--- src/rtl/heightfield_vertex_normal_assert.svh ---
// assertion macros for the vertex normal block
`ifndef HEIGHTFIELD_VERTEX_NORMAL_ASSERT_SVH
`define HEIGHTFIELD_VERTEX_NORMAL_ASSERT_SVH

`ifndef ASSERT_OFF
`define HVN_ASSERT(lbl, clk, rst, prop) \
   lbl: assert property (@(posedge clk) disable iff (rst) prop) \
      else $error("vertex normal assertion failed");
`define HVN_ASSERT_NEXT(lbl, clk, rst, pre, post) \
   lbl: assert property (@(posedge clk) disable iff (rst) (pre) |=> (post)) \
      else $error("vertex normal assertion failed");
`else
`define HVN_ASSERT(lbl, clk, rst, prop)
`define HVN_ASSERT_NEXT(lbl, clk, rst, pre, post)
`endif

`endif

--- src/rtl/hvn_pkg.sv ---
package hvn_pkg;

   // defaults for the top level parameters
   localparam int MAX_GRID_SIDE_DEF = 4096;
   localparam int HEIGHT_BITS_DEF   = 16;

   // fixed field widths
   localparam int COORD_W = 12;
   localparam int GRID_W  = 13;
   localparam int STEP_W  = 16;
   localparam int OUT_W   = 16;

   // normalisation datapath
   localparam int MAG_CAP = 31;   // reduced magnitudes stay below 2^31
   localparam int SQ_W    = 64;   // sum of three squares
   localparam int PW      = 81;   // sum of squares times odd trial value
   localparam int RW      = 100;  // residual of the rounding test
   localparam int KW      = 15;   // unit magnitude 0..16384
   localparam int DIGITS  = 15;

   typedef enum logic [2:0] {
      REG_GRID_WIDTH,
      REG_GRID_HEIGHT,
      REG_STEP_X,
      REG_STEP_Y,
      REG_HEIGHT_SCALE
   } reg_index_type;

   // state carried through the digit recurrence
   typedef struct packed {
      logic                 zero;
      logic [2:0]           neg;
      logic [SQ_W-1:0]      sum_sq;
      logic [2:0][RW-1:0]   rem;
      logic [2:0][PW-1:0]   prod;
      logic [2:0][KW-1:0]   k;
   } digit_type;

endpackage

--- src/rtl/hvn_digit_stage.sv ---
// one result bit of the rounded unit magnitude for all three components
module hvn_digit_stage
   import hvn_pkg::*;
#(
   parameter int J = 0
) (
   input  logic      clock,
   input  logic      load,
   input  digit_type d_in,
   output digit_type d_out
);

   digit_type d_ff, d_in_nxt;

   // trial k + 2^J: residual drops by ((2k-1)*S + S*2^J) * 2^(J+2)
   always_comb begin
      logic signed [RW-1:0] pe, se, inc, rnew;
      d_in_nxt = d_in;
      for (int c = 0; c < 3; c++) begin
         pe   = RW'($signed(d_in.prod[c]));
         se   = RW'(d_in.sum_sq);
         inc  = (pe + (se <<< J)) <<< (J + 2);
         rnew = $signed(d_in.rem[c]) - inc;
         if (!rnew[RW-1]) begin
            d_in_nxt.rem[c]  = rnew;
            d_in_nxt.prod[c] = d_in.prod[c] + (PW'(d_in.sum_sq) << (J + 1));
            d_in_nxt.k[c]    = d_in.k[c] | (KW'(1) << J);
         end
      end
   end

   always_ff @(posedge clock) begin
      if (load) begin
         d_ff <= d_in_nxt;
      end
   end

   assign d_out = d_ff;

endmodule

--- config.mk ---
export PLATFORM = sky130hd
export DESIGN_NAME = hvn_digit_stage
export DESIGN_NICKNAME = d
export VERILOG_FILES = /design/src/rtl/heightfield_vertex_normal_assert.svh /design/src/rtl/hvn_pkg.sv /design/src/rtl/hvn_digit_stage.sv
export SDC_FILE = /design/constraint.sdc
export NUM_CORES = 2
export LEC_CHECK = 0
export BUFFER_PORTS_ARGS = -buffer_cell sky130_fd_sc_hd__buf_4
export CAP_MARGIN = 10
export CORE_AREA = 4 4 515 517
export CTS_CLUSTER_SIZE = 24
export DETAILED_ROUTE_END_ITERATION = 6
export DIE_AREA = 0 0 519 521
export SYNTH_ARGS = -nofsm -noshare
export SYNTH_HDL_FRONTEND = slang
export SYNTH_SLANG_ARGS = --single-unit
export TNS_END_PERCENT = 1
--- constraint.sdc ---
create_clock -name clock -period 9.3 [get_ports clock]
set_clock_uncertainty 0.05 [all_clocks]
set_input_delay 0.465 -clock clock [delete_from_list [all_inputs] [get_ports clock]]
set_output_delay 0.465 -clock clock [all_outputs]
set_load 0.05 [all_outputs]
==> impl_metrics.yaml <==
status:
  outcome: "finished, final reports clean"
synth:
  postSynthAreaPerCell_um2: 8.41
  yosys.area.top_type_share: 0.305
  synth_warnings: 0
  yosysSeqAreaShare: 0.305
  synth_common_cells: "873 x nand2_1, 805 x a21oi_1, 706 x o21ai_0"
  postSynthNetCount: 8988
  ys_ff_latch: 656
  synth_most_common_cell: "nand2_1"
  synth_top_cell_by_area: "edfxtp_1"
  yosysUniqueCellTypes: 93
  postSynthCellCount: 7694
  synth_edf_count: 656
  synthFlopType: "edfxtp_1"
  netlist_top_cells_area: "edfxtp_1 30%, ha_1 12%, a21oi_1 6.2%, o21ai_0 5.5%, xnor2_1 5.1%"
  synth_area_um2: 64700
  synthArstFlopShare: 0
routing:
  via_count: 67400
  wl_per_cell_um: 26.7
  drt_iter0_drc: 6170
  wirelength_um: 341000
  ant_nets: 0
  via_per_inst: 5.27
  drc: 0
  drt-pass1-iter-count: 5
pwr:
  pwr_density_cell_nw_per_um2: 182
  ir_drop_mv: 0.169
  p_leak_nw: 36.3
sta:
  hold_violations: 0
  final.setup.tns_ns: 0
  tightest_slew_ns: 1.12
  finalMaxSlewViolations: 0
  timing.fmax_mhz: 115
  final-setup-viol-count: 0
  slew_headroom: 0.250
  finalCritPeriodShare: 0.939
  rsz0062_at_grt: "no"
  min_period_ns: 8.73
global_routing:
  antenna_found_initial: 104
  grt_start_max_net_pins: 124
  grt_remaining_overflow: 0
  grtUsageTotal: 0.238
  grt_pass1_wl_um: 471000
  grt_pass1_vias: 63200
placement:
  globalplace.congestion: 0.980
  io_buffers: 1313
  dp_hpwl_um: 283000
die:
  rows: 188
  pin_count: 1314
  core-area_um2: 261000
  start_util: 0.248
  chipWidth_um: 519
  dieArea_um2: 270000
  chipHeight_um: 521
clock_network:
  cts_hold_buffers: 399
  cts_max_level: 3
  path_clk_slew_ns: 0.06
  root_buffer: "clkbuf_16"
  clock_path_buffers: 3
  numCtsBuffers: 89
  cts_tree: "done"
  postCtsSetupBuffers: 0
  ctsResizeCount: 0
  cts.sinks: 656
worst_setup_path:
  end_kind: "flop"
  max_stage_delay_ns: 0.57
  cp_top_family: "compound AO/OA/AOI/OAI gates"
  arrival_ns: 9.15
  critPathSlowestCell: "dlygate4sd3_1"
  worstSetupPathType: "in -> reg"
  path_buf_inv: 4
  cp_max_fo: 97
  crit_required_ns: 9.72
  critPathLaunchType: "input pin"
  cpMostUsedCell: "a41oi_1"
final_layout:
  largest_reg_flops: 656
  nets: 10500
  final_util: 0.328
  drive_gt1_frac: 0.181
  syn_to_final_growth_pct: 32.4
  fill_cells: 27300
job:
  cap_violations: 0
hold_path:
  hold_path_class: "in -> reg"
[per-layer routing]
metal  vias to the layer above  track usage  routed length (µm)
li1                      32000            -                   -
met1                     31900        0.316              149000
met2                      2896        0.374              150000
met3                       538       0.0545               27000
met4                        20       0.0929               15200
met5                         -            0                 128
[cell usage in the layout (no fill, tap or decap), types with 18 or more instances in the layout]
master	n
buf_4	1419
nand2_1	873
a21oi_1	805
o21ai_0	706
edfxtp_1	656
ha_1	627
nor2_1	505
a21o_1	417
dlygate4sd3_1	399
xnor2_1	374
xor2_1	346
nand3_1	200
inv_1	197
nand4_1	175
nor3_1	125
o21bai_1	124
and3_1	97
clkbuf_16	91
a31oi_1	80
a211oi_1	77
o21a_1	72
nor2b_1	69
and2_1	63
nand2b_1	59
o31ai_1	57
nor4_1	54
o211ai_1	42
diode_2	41
or3_1	37
or2_2	37
a21boi_0	28
and4_1	25
o41ai_1	23
or4_1	23
a221oi_1	22
o2111ai_1	20
a211o_1	19
a2111oi_0	19
a221o_1	18
[per-stage QoR]
stage	cells	hold WS [ns]	worst slack [ns]	power [mW]	area [µm²]
after global placement	12200	0.593	0.410	11.7	78500
final	12800	0.0715	0.568	15.6	85700
after CTS	12700	0.0000663	0.678	15.6	85500
after detailed placement	12200	0.595	0.279	11.7	78500
after floorplan	7694	0.514	2.05	8.96	64700
after global routing	12800	0.0163	0.0883	16.4	85600
[worst min-delay path: cells and delay by family]
kind	cells	cell delay (ns)
AOI/OAI and AO/OA	1	0.07
and+or+nand+nor	1	0.05
buffers and inverters	1	0.13
[cells by family after synthesis]
group | after synthesis | synth area share
mux | 28 | 0.00474
xor+xnor | 723 | 0.0980
flops | 656 | 0.305
fa+ha+maj | 637 | 0.124
buf+inv | 564 | 0.0343
simple gates | 2403 | 0.177
compound gates | 2683 | 0.258
[final timing paths]
kind	from	endpoint	slack, ns	depth (start not counted)
hold / removal	d_in[256]	d_out[256]	0.07	3
setup / recovery	d_in[207]	d_out[218]	0.57	29
[layout make-up]
type                       count  area (µm²)  share of cell area
antenna                       41         103             0.00120
tap                         3420        4280              0.0500
inverter                     197         739             0.00863
clock inverter                72         788             0.00920
sequential                   656       19700               0.230
multi-input combinational   6474       42800               0.500
clock buffer                  94        2290              0.0267
timing repair buffer        1834       15000               0.175
[report_power, final]
| group | internal, mW | switching, mW |
|---|---|---|
| Combinational | 2.69 | 5.22 |
| Sequential | 3.78 | 0.182 |
| Clock | 2.12 | 1.61 |
| Total | 8.59 | 7.01 |
No activity file was read; power rests on OpenSTA's default activity.
